===== config.mk =====
export PLATFORM = sky130hd
export DESIGN_NAME = pogac_fifo
export DESIGN_NICKNAME = d
export VERILOG_FILES = /design/src/hdl/pogac_pkg.sv /design/src/hdl/pogac_fifo.sv
export SDC_FILE = /design/constraint.sdc
export NUM_CORES = 1
export LEC_CHECK = 0
export ABC_AREA = 0
export BUFFER_PORTS_ARGS = -buffer_cell sky130_fd_sc_hd__buf_4
export CAP_MARGIN = 20
export CORE_UTILIZATION = 35
export DETAILED_ROUTE_END_ITERATION = 10
export GPL_TIMING_DRIVEN = 1
export SLEW_MARGIN = 15
export SYNTH_ARGS = -nofsm -noshare
export SYNTH_HDL_FRONTEND = slang
export SYNTH_SLANG_ARGS = --single-unit

===== constraint.sdc =====
create_clock -name clk -period 1.8 [get_ports clk]
set_input_delay 0.18 -clock clk [delete_from_list [all_inputs] [get_ports clk]]
set_output_delay 0.18 -clock clk [all_outputs]
set_load 0.01 [all_outputs]

===== src/hdl/pogac_pkg.sv =====
// Shared types, codes and constants for the point occupancy grid accumulator.
// Used by every module under hdl/; depends on nothing.
`timescale 1ns / 1ps
`default_nettype none

package pogac_pkg;

  // Default grid shape
  localparam int GRID_ROWS_DEF = 140;
  localparam int GRID_COLS_DEF = 70;

  // Index width inside the datapath, sized for the largest grid (1024)
  localparam int IDX_W      = 10;
  localparam int CELL_W     = 7;
  localparam int CFG_IDX_W  = 3;
  localparam int CFG_DATA_W = 21;
  localparam int FRAC_W     = 20;
  localparam int PROD_W     = 39;
  localparam int Q_DEPTH    = 2;

  typedef enum logic {
    OP_ACCUM = 1'b0,
    OP_READ  = 1'b1
  } opcode_t;

  typedef enum logic [1:0] {
    ST_OK   = 2'd0,
    ST_BAND = 2'd1,
    ST_NEG  = 2'd2,
    ST_SAT  = 2'd3
  } status_t;

  typedef enum logic [CFG_IDX_W-1:0] {
    CFG_ORIGIN_X   = 3'd0,
    CFG_ORIGIN_Y   = 3'd1,
    CFG_INV_CELL   = 3'd2,
    CFG_HEIGHT_MIN = 3'd3,
    CFG_HEIGHT_MAX = 3'd4,
    CFG_HIT_STEP   = 3'd5,
    CFG_HIT_LIMIT  = 3'd6
  } cfg_idx_t;

  typedef struct packed {
    opcode_t            opcode;
    logic signed [15:0] x_mm;
    logic signed [15:0] y_mm;
    logic signed [15:0] z_mm;
    logic [7:0]         read_row;
    logic [6:0]         read_col;
  } in_t;

  typedef struct packed {
    status_t           status;
    logic [7:0]        cell_row;
    logic [6:0]        cell_col;
    logic [CELL_W-1:0] cell_value;
  } out_t;

  typedef struct packed {
    logic signed [15:0] origin_x_mm;
    logic signed [15:0] origin_y_mm;
    logic [20:0]        inv_cell_q20;
    logic signed [15:0] height_min_mm;
    logic signed [15:0] height_max_mm;
    logic [4:0]         hit_step;
    logic [CELL_W-1:0]  hit_limit;
  } cfg_t;

  localparam cfg_t CFG_RESET = '{
    origin_x_mm:   16'sd0,
    origin_y_mm:   -16'sd7000,
    inv_cell_q20:  21'd10486,
    height_min_mm: 16'sd200,
    height_max_mm: 16'sd2000,
    hit_step:      5'd10,
    hit_limit:     7'd100
  };

  // Classified job handed from front end to back end
  typedef struct packed {
    opcode_t          op;
    status_t          status;
    logic [IDX_W-1:0] row;
    logic [IDX_W-1:0] col;
  } job_t;

  typedef struct packed {
    logic clearing;
    logic active;
  } back_stat_t;

endpackage

`default_nettype wire


===== src/hdl/pogac_fifo.sv =====
// Short job queue between front end and back end.
// Depends on pogac_pkg.
`timescale 1ns / 1ps
`default_nettype none

module pogac_fifo (
  input  wire logic            clk,
  input  wire logic            rst_n,
  input  wire logic            push,
  input  wire pogac_pkg::job_t wdata,
  input  wire logic            pop,
  output pogac_pkg::job_t      head,
  output logic                 empty
);

  localparam int DEPTH = pogac_pkg::Q_DEPTH;
  localparam int PTR_W = $clog2(DEPTH);
  localparam int CNT_W = $clog2(DEPTH + 1);

  pogac_pkg::job_t  slots [DEPTH];
  logic [PTR_W-1:0] wr_ptr_r, wr_ptr_nxt;
  logic [PTR_W-1:0] rd_ptr_r, rd_ptr_nxt;
  logic [CNT_W-1:0] count_r, count_nxt;
  logic             do_push, do_pop;

  assign empty   = (count_r == '0);
  assign do_pop  = pop && !empty;
  assign do_push = push && (count_r != CNT_W'(DEPTH));
  assign head    = slots[rd_ptr_r];

  always_comb begin
    wr_ptr_nxt = wr_ptr_r;
    rd_ptr_nxt = rd_ptr_r;
    count_nxt  = count_r;
    if (do_push) begin
      wr_ptr_nxt = (wr_ptr_r == PTR_W'(DEPTH - 1)) ? '0 : wr_ptr_r + 1'b1;
    end
    if (do_pop) begin
      rd_ptr_nxt = (rd_ptr_r == PTR_W'(DEPTH - 1)) ? '0 : rd_ptr_r + 1'b1;
    end
    if (do_push && !do_pop) begin
      count_nxt = count_r + 1'b1;
    end else if (do_pop && !do_push) begin
      count_nxt = count_r - 1'b1;
    end
  end

  always_ff @(posedge clk) begin
    if (!rst_n) begin
      wr_ptr_r <= '0;
      rd_ptr_r <= '0;
      count_r  <= '0;
    end else begin
      wr_ptr_r <= wr_ptr_nxt;
      rd_ptr_r <= rd_ptr_nxt;
      count_r  <= count_nxt;
    end
  end

  always_ff @(posedge clk) begin
    if (do_push) begin
      slots[wr_ptr_r] <= wdata;
    end
  end

endmodule

`default_nettype wire


==> metrics <==
Netlist cell types=19; setup slack, reg-to-reg=0.21 ns; MaxCap Viol Count=0; final WL=between 3000 and 4000 um; Synth area leaders=edfxtp_1, mux2_2, dfxtp_1; Fin Clk Skew=between 0.005 and 0.006 ns; Mapped Nets=125; Port Buf Inserts=50; f_max=approximately 630 MHz; core area=5140 sq um; max-slew violation count=0; site row count=26; DRT Pass-1 Iters=4; Worst EP arrival=~1.8 ns; CP Capture Type=flip-flop; CTS Sinks=51; Ant. Diodes=0; CTS tree=yes; Netlist Area Pre-Place=roughly 1900 sq um; final instance area=about 2500 sq um; WL/cell=13.60 um; Clk Latency, worst-skew pair=~0.29 ns; Synth Instances=a little under 100; die area=5670 sq um; final critical-path required period=1.594 ns; CP max stage cell=dfxtp_1; Clock Tree Buf Depth=2; CTS-repair resized insts=0; Tot Pwr=3.408 mW; VDD IR-drop max=around 0.63 mV; CP startpoint=count_r[0]; Synth Area per Inst=slightly below 20 sq um; largest net degree at the start of global routing=16; Vias=about 1000; CTS buffer count=5; fin util=roughly 49%; height of the die=between 70 and 80 um; part of the cycle the worst path needs=88.56%; Setup crit start kind=flip-flop; # IOs=51; setup TNS=0 ns; RSZ-0062 raised after global routing=no; share of cells above drive strength 1=54.72%; Lkg Pwr=about 0.95 nW; DRC=0; initial antenna violation count=0; Final Net Count=around 190; H-tree depth=2; multi-input logic area=between 300 and 400 sq um; P&R area growth vs syn=33.67%; Pwr Density=approximately 1400 nW/um^2; Fin. Hold Viols=0; DP Worst Slack=0.2048 ns; Total Routing Usage GR=a little under an eighth; Register Area=between 1000 and 1500 sq um; Cells after DPL=221; final cell count without fillers=229; Hold Startpoint=wdata[21]; Routed Antenna Nets=0; CP max FO=5; Final setup viols=0; Worst Tran Pin Value=about 0.23 ns; Max stage delay on crit path=0.37 ns; Placer Congestion=0.6614; HP Class=primary input to flip-flop; synth warn=0; DP Wirelength=roughly 2200 um; Setup Crit Path Kind=flip-flop to flip-flop; outcome=finished clean; Vias/cell=~4.5; Clock Root Buffer=clkbuf_8; Starting Density=36.59%; post-synth top area share=73.45%; Fillers=457; register area share after synthesis=between 70% and 80%; max-slew headroom at the worst pin=between 80% and 90%; biggest area consumer among synthesized cells=edfxtp_1; Placed Area=2381 sq um; CTS clk-pin slew, worst paths=~0.090 ns; Yosys reg bits=51; WHS=roughly 0.064 ns; first-pass GRT wire length=around 4700 um; Req. time, crit path=between 2 and 2.5 ns; worst path cell trace=nand2b_1, nand2_1, inv_1, ha_1, or3_1, a21boi_1; drt initial violations=25; vias in the first global route=around 1100; GRT overflow=0; setup ws final=approximately 0.2 ns; worst reg2reg path startpoint=count_r[0]; postcts setup bufs=0; # hold bufs at CTS=0; Die Width=~75 um
synth_stat cells, drive strengths merged:
master / number
a21boi: 2
a21o: 1
and2: 3
buf: 2
dfxtp: 5
edfxtp: 46
ha: 1
inv: 3
mux2: 23
nand2: 1
nand2b: 1
nand3: 1
nor2: 2
o21ai: 2
or3: 1
xnor2: 2
xor2: 1
worst max-delay path: cells and delay by family (launching register included):
family | cells | cell delay (ns)
adders and majority gates | 1 | 0.32
AOI/OAI and AO/OA | 1 | 0.13
and+or+nand+nor | 3 | 0.67
buffers and inverters | 1 | 0.05
DFF | 1 | 0.37
cell families after synthesis:
| kind of cell | after synthesis | synth area share (%) |
|---|---|---|
| compound gates | 5 | 1.730 |
| fa+ha+maj | 1 | 0.6652 |
| simple gates | 9 | 2.529 |
| xor+xnor | 3 | 1.397 |
| flops | 51 | 78.78 |
| buf+inv | 5 | 1.131 |
| mux | 23 | 13.77 |
final timing paths:
check                       to  cells after the start
setup reg to reg    count_r[1]                      6
hold reg to reg     count_r[1]                      2
setup / recovery    count_r[1]                      6
hold / removal    slots[0][21]                      1
state kept, by name, indices dropped and copies added (netlist names), named ones only:
name and cells:
rd_ptr_r 1, slots 46, wr_ptr_r 1, count_r 2
power breakdown:
part / switching [mW] / total [mW] / internal [mW] / leakage, nW
Combinational: 0.439 / 0.970 / 0.532 / 0.418
Clock: 0.342 / 0.897 / 0.555 / 0.0654
Sequential: 0.0578 / 1.54 / 1.48 / 0.471
Total: 0.839 / 3.41 / 2.57 / 0.954
metal layers:
layer	routed length, um	global-route usage, %	vias to the layer above
met3	214	4.894	6
met1	1316	13.65	490
met5	0	0	-
met2	1534	19.64	42
li1	-	-	489
met4	49	4.938	0
area by class of cell:
cell class	count	area share (%)
Clock buffer	6	2.887
Clock inverter	2	2.389
Inverter	3	0.4480
Multi-Input combinational cell	41	15.13
Sequential cell	51	58.93
Tap cell	70	3.484
Timing Repair Buffer	56	16.72
layout by cell type (no fill, tap or decap), drive strengths merged, types with 2 or more instances in the layout:
cell type   n
a21boi      2
and2        3
buf        56
bufinv      2
clkbuf      6
dfxtp       5
edfxtp     46
inv         3
mux2       23
nor2        2
o21ai       2
xnor2       2
Note: power is estimated with default switching activity, not from simulation.
