[config.mk]
export PLATFORM = sky130hd
export DESIGN_NAME = pogac_front
export DESIGN_NICKNAME = d
export VERILOG_FILES = /design/src/hdl/pogac_pkg.sv /design/src/hdl/pogac_front.sv
export SDC_FILE = /design/constraint.sdc
export NUM_CORES = 2
export LEC_CHECK = 0
export BUFFER_PORTS_ARGS = -buffer_cell sky130_fd_sc_hd__buf_2
export CAP_MARGIN = 25
export CORE_AREA = 5 5 232 234
export CTS_BUF_LIST = sky130_fd_sc_hd__clkbuf_8
export CTS_CLUSTER_SIZE = 12
export DETAILED_ROUTE_END_ITERATION = 8
export DIE_AREA = 0 0 237 239
export PLACE_DENSITY = 0.78
export SYNTH_ARGS = -nofsm -noshare
export SYNTH_HDL_FRONTEND = slang
export SYNTH_SLANG_ARGS = --single-unit
[constraint.sdc]
create_clock -name clk -period 12.8 [get_ports clk]
set_clock_uncertainty 0.15 [all_clocks]
set_input_delay 0.64 -clock clk [delete_from_list [all_inputs] [get_ports clk]]
set_output_delay 0.64 -clock clk [all_outputs]
set_load 0.1 [all_outputs]
[src/hdl/pogac_pkg.sv]
// Shared types, codes and constants for the point occupancy grid accumulator.
// Used by every module under hdl/; depends on nothing.
`timescale 1ns / 1ps
`default_nettype none

package pogac_pkg;

  // Default grid shape
  localparam int GRID_ROWS_DEF = 140;
  localparam int GRID_COLS_DEF = 70;

  // Index width inside the datapath, sized for the largest grid (1024)
  localparam int IDX_W      = 10;
  localparam int CELL_W     = 7;
  localparam int CFG_IDX_W  = 3;
  localparam int CFG_DATA_W = 21;
  localparam int FRAC_W     = 20;
  localparam int PROD_W     = 39;
  localparam int Q_DEPTH    = 2;

  typedef enum logic {
    OP_ACCUM = 1'b0,
    OP_READ  = 1'b1
  } opcode_t;

  typedef enum logic [1:0] {
    ST_OK   = 2'd0,
    ST_BAND = 2'd1,
    ST_NEG  = 2'd2,
    ST_SAT  = 2'd3
  } status_t;

  typedef enum logic [CFG_IDX_W-1:0] {
    CFG_ORIGIN_X   = 3'd0,
    CFG_ORIGIN_Y   = 3'd1,
    CFG_INV_CELL   = 3'd2,
    CFG_HEIGHT_MIN = 3'd3,
    CFG_HEIGHT_MAX = 3'd4,
    CFG_HIT_STEP   = 3'd5,
    CFG_HIT_LIMIT  = 3'd6
  } cfg_idx_t;

  typedef struct packed {
    opcode_t            opcode;
    logic signed [15:0] x_mm;
    logic signed [15:0] y_mm;
    logic signed [15:0] z_mm;
    logic [7:0]         read_row;
    logic [6:0]         read_col;
  } in_t;

  typedef struct packed {
    status_t           status;
    logic [7:0]        cell_row;
    logic [6:0]        cell_col;
    logic [CELL_W-1:0] cell_value;
  } out_t;

  typedef struct packed {
    logic signed [15:0] origin_x_mm;
    logic signed [15:0] origin_y_mm;
    logic [20:0]        inv_cell_q20;
    logic signed [15:0] height_min_mm;
    logic signed [15:0] height_max_mm;
    logic [4:0]         hit_step;
    logic [CELL_W-1:0]  hit_limit;
  } cfg_t;

  localparam cfg_t CFG_RESET = '{
    origin_x_mm:   16'sd0,
    origin_y_mm:   -16'sd7000,
    inv_cell_q20:  21'd10486,
    height_min_mm: 16'sd200,
    height_max_mm: 16'sd2000,
    hit_step:      5'd10,
    hit_limit:     7'd100
  };

  // Classified job handed from front end to back end
  typedef struct packed {
    opcode_t          op;
    status_t          status;
    logic [IDX_W-1:0] row;
    logic [IDX_W-1:0] col;
  } job_t;

  typedef struct packed {
    logic clearing;
    logic active;
  } back_stat_t;

endpackage

`default_nettype wire

[src/hdl/pogac_front.sv]
// Front end: height band test, offset, Q20 binning, clamp and classification.
// Depends on pogac_pkg.
`timescale 1ns / 1ps
`default_nettype none

module pogac_front #(
  parameter int GRID_ROWS = pogac_pkg::GRID_ROWS_DEF,
  parameter int GRID_COLS = pogac_pkg::GRID_COLS_DEF
) (
  input  wire logic             clk,
  input  wire logic             rst_n,
  input  wire logic             accept,
  input  wire pogac_pkg::in_t   item,
  input  wire pogac_pkg::cfg_t  cfg,
  output logic                  push,
  output pogac_pkg::job_t       job,
  output logic                  busy
);

  localparam int PW   = pogac_pkg::PROD_W;
  localparam int FW   = pogac_pkg::FRAC_W;
  localparam int IW   = pogac_pkg::IDX_W;
  localparam int PIDX = PW - 1 - FW;

  // stage 1: offsets and band test
  logic                     s1_v_r, s1_v_nxt;
  pogac_pkg::opcode_t       s1_op_r;
  logic signed [16:0]       s1_dx_r, s1_dy_r;
  logic                     s1_band_r;
  logic [7:0]               s1_rrow_r;
  logic [6:0]               s1_rcol_r;

  // stage 2: products
  logic                     s2_v_r, s2_v_nxt;
  pogac_pkg::opcode_t       s2_op_r;
  logic signed [PW-1:0]     s2_px_r, s2_py_r;
  logic                     s2_band_r;
  logic [7:0]               s2_rrow_r;
  logic [6:0]               s2_rcol_r;

  logic signed [PW-1:0]     inv_s;
  logic                     neg_x, neg_y;
  logic [PIDX-1:0]          pcol, prow;
  logic [IW-1:0]            rrow_w, rcol_w;

  assign s1_v_nxt = accept;
  assign s2_v_nxt = s1_v_r;
  assign inv_s    = PW'($signed({1'b0, cfg.inv_cell_q20}));

  always_ff @(posedge clk) begin
    if (!rst_n) begin
      s1_v_r <= 1'b0;
      s2_v_r <= 1'b0;
    end else begin
      s1_v_r <= s1_v_nxt;
      s2_v_r <= s2_v_nxt;
    end
  end

  always_ff @(posedge clk) begin
    if (accept) begin
      s1_op_r   <= item.opcode;
      s1_dx_r   <= 17'(item.x_mm) - 17'(cfg.origin_x_mm);
      s1_dy_r   <= 17'(item.y_mm) - 17'(cfg.origin_y_mm);
      s1_band_r <= (item.z_mm >= cfg.height_min_mm) && (item.z_mm <= cfg.height_max_mm);
      s1_rrow_r <= item.read_row;
      s1_rcol_r <= item.read_col;
    end
    if (s1_v_r) begin
      s2_op_r   <= s1_op_r;
      s2_px_r   <= PW'(s1_dx_r) * inv_s;
      s2_py_r   <= PW'(s1_dy_r) * inv_s;
      s2_band_r <= s1_band_r;
      s2_rrow_r <= s1_rrow_r;
      s2_rcol_r <= s1_rcol_r;
    end
  end

  // Truncation toward zero: products in (-2^20, 0) land on index 0,
  // anything at or below -2^20 is a negative index.
  assign neg_x = s2_px_r[PW-1] && !((&s2_px_r[PW-1:FW]) && (|s2_px_r[FW-1:0]));
  assign neg_y = s2_py_r[PW-1] && !((&s2_py_r[PW-1:FW]) && (|s2_py_r[FW-1:0]));
  assign pcol  = s2_px_r[PW-1] ? '0 : s2_px_r[PW-2:FW];
  assign prow  = s2_py_r[PW-1] ? '0 : s2_py_r[PW-2:FW];
  assign rrow_w = IW'(s2_rrow_r);
  assign rcol_w = IW'(s2_rcol_r);

  always_comb begin
    job        = '0;
    job.op     = s2_op_r;
    job.status = pogac_pkg::ST_OK;
    if (s2_op_r == pogac_pkg::OP_READ) begin
      job.row = (rrow_w > IW'(GRID_ROWS - 1)) ? IW'(GRID_ROWS - 1) : rrow_w;
      job.col = (rcol_w > IW'(GRID_COLS - 1)) ? IW'(GRID_COLS - 1) : rcol_w;
    end else if (!s2_band_r) begin
      job.status = pogac_pkg::ST_BAND;
    end else if (neg_x || neg_y) begin
      job.status = pogac_pkg::ST_NEG;
    end else begin
      job.row = (prow > PIDX'(GRID_ROWS - 1)) ? IW'(GRID_ROWS - 1) : IW'(prow);
      job.col = (pcol > PIDX'(GRID_COLS - 1)) ? IW'(GRID_COLS - 1) : IW'(pcol);
    end
  end

  assign push = s2_v_r;
  assign busy = s1_v_r | s2_v_r;

endmodule

`default_nettype wire

==> flow_summary.toml <==
[logic_synthesis]
async_flop_share_pct = 0
synth_flop_cell = "edfxtp_1"
synthCells = 3377
syn_area_mm2 = 0.03139
ys_seq_elements = 148
avgSynthCellArea_um2 = 9.296
synth_cell_types = 74
synth_edf_count = 146
synth_seq_area_share_pct = 14.09
yosysWarnings = 0

[drt]
via_per_inst = 5.454
avgRoutedWirePerCell_um = 16.36
first_pass_iters = 5
post-route-drc-count = 0
drt_iter0_drc = 1270
wl_mm = 67.60
antenna_left = 0
vias = 22540

[sta]
final.setup.tns_ps = 0
worst_pin_slew_ps = 1041
rsz0062_at_grt = "false"
hold_viol_final = 0
finalSetupViolCount = 0
period_needed_ps = 7118
slew-limit-headroom_pct = 30.60
maxSlewViolCount = 0
max_freq_mhz = 140.5
period_share_pct = 55.61

[grt]
grt_max_degree = 68
grt_pass1_vias = 24000
grt_first_pass_wirelength_mm = 115.9
grtUsageTotal_pct = 25.12
grt-ovfl-total = 0
antenna_found_initial = 1

[floorplan]
initial_core_util_pct = 60.59
die_w_um = 237
core_area_mm2 = 0.05181
die_area_mm2 = 0.05664
die_h_um = 239
ios = 189
rows = 84

[critical_path]
critPathKind = "reg2reg"
worst_ep_arrival_time_ps = 7250
cp-start-kind = "register"
crit_required_ps = 12930
worstPathMaxFanout = 21
endpoint_kind = "register"

[layout]
drive_gt1_share_pct = 6.911
nNetsFinal = 4502
instances_no_fill = 4133
areaGrowthSynthToFinish_pct = 5.038
layout_commonest_cell = "inv_1"
layout_common_cells = "768 x inv_1, 570 x fa_1, 421 x nand2_1"

[clock_tree]
path_clk_slew_ps = 90
cts-hold-fix-buffers = 0
numClockSinks = 148
cts_root_buffer = "clkbuf_8"
clockBufferDepth = 2
cts_resized = 0
cts-buffers-inserted = 17
clock_latency_ps = 530
cts_tree = "built"
cts.htree.levels = 4
cts_setup_buffers = 0

[flow_run]
drv_cap = 0

[place]
hpwl_mm = 53.15
place.gp.congestion = 0.8747
port_buffers = 171
place_inst = 4101

[hold_path]
hold_class = "in2reg"

[status]
status = "finished, final reports clean"
## area by class of cell
cell class | instances | area [µm²]
multi-input cells | 2312 | 23490
fillers | 4301 | 18840
flip-flops and latches | 148 | 4428
inverters | 767 | 2879
repair buffers | 186 | 968.4
well taps | 688 | 860.8
clock buffers | 17 | 234.0
clock inverters | 14 | 115.1
diodes | 1 | 2.502
## flip-flops by register name, summed over array words and instances (netlist names)
name,count
s1_v_r,1
s2_rrow_r,8
s2_py_r,39
s2_px_r,39
s2_rcol_r,7
s1_rrow_r,8
s1_op_r,1
s2_band_r,1
s1_dy_r,17
s1_band_r,1
s1_dx_r,17
push,1
s2_op_r,1
s1_rcol_r,7
## logic make-up after synthesis
kind of cell | share of synthesized area, %
AO/OA/AOI/OAI | 6.732
XOR/XNOR | 2.511
adder cells (fa/ha/maj) | 49.74
buffers and inverters | 11.14
flip-flops | 14.09
multiplexers | 0.09566
other | 0.01195
AND/OR/NAND/NOR | 15.68
## worst max-delay path, cell delays in order (launching register included)
cell	delay, ps
edfxtp_1	1000
nand2_1	180
fa_1	580
inv_1	50
fa_1	520
inv_1	50
fa_1	500
inv_1	50
fa_1	560
inv_1	60
fa_1	440
fa_1	490
inv_1	40
ha_1	320
a21o_1	210
a21oi_1	290
nand3_1	120
o21ai_0	450
o21ai_1	240
and2_1	240
a31oi_1	200
xnor2_1	80
## stage by stage
step                      instance area [µm²]  hold WS [ps]  worst slack [ps]  utilization, %
after floorplan                         31410         250.3              6415               -
final                                   32970         135.6              5682           63.64
after global placement                  32620         252.2              5613           62.96
after detailed placement                32620         255.2              5554           62.96
after CTS                               32970         79.83              5753           63.63
after global routing                    32970         82.79              5359           63.64
## synthesized netlist by cell type (3+ instances only)
cell type	count	area, µm²
a211oi_2	3	37.54
o21bai_1	13	97.59
o21ai_1	9	45.04
buf_2	4	20.02
inv_1	767	2879
a21boi_0	4	30.03
and4_1	3	26.28
edfxtp_1	146	4384
or3_1	4	25.02
buf_4	7	52.55
a22oi_1	4	30.03
nand4_1	23	143.9
mux2i_1	3	30.03
nand2_1	421	1580
o21a_1	11	82.58
and3_1	10	62.56
or2_2	3	18.77
a2111oi_0	3	26.28
ha_1	336	4204
o211ai_1	9	67.56
xnor2_1	66	578.1
and2_1	325	2033
xor2_1	24	210.2
a211oi_1	7	52.55
nor2b_1	21	131.4
nor3_1	20	100.1
a31oi_1	10	62.56
nand2b_1	32	200.2
fa_1	570	11410
a22o_1	6	52.55
nor3b_1	3	22.52
o21ai_0	59	295.3
nand3_1	26	130.1
clkbuf_1	139	521.8
nor2_1	80	300.3
a21oi_1	83	415.4
nor4_1	15	93.84
o22ai_1	4	25.02
a21o_1	60	450.4
## worst paths after layout
check,startpoint,to,slack (ps),depth (start not counted)
worst max-delay path,s1_dy_r[2]$_DFFE_PP_,s2_py_r[32]$_DFFE_PP_,5680,21
worst min-delay path,item[9],s1_rrow_r[2]$_DFFE_PP_,140,1
worst max register to register,s1_dy_r[2]$_DFFE_PP_,s2_py_r[32]$_DFFE_PP_,5680,21
worst min register to register,s1_rcol_r[5]$_DFFE_PP_,s2_rcol_r[5]$_DFFE_PP_,270,0
## layer usage
layer  wire (µm)  GRT usage (%)  vias up
met4        1977          8.396        0
met5           0              0        -
met3        3881          3.669      113
met1       27740          32.91    11300
met2       34000          43.39      713
li1            -              -    10410
Power is left out: the tool's default activity adds up to more than one toggle a clock period on the data nets, which glitch-free logic cannot reach.
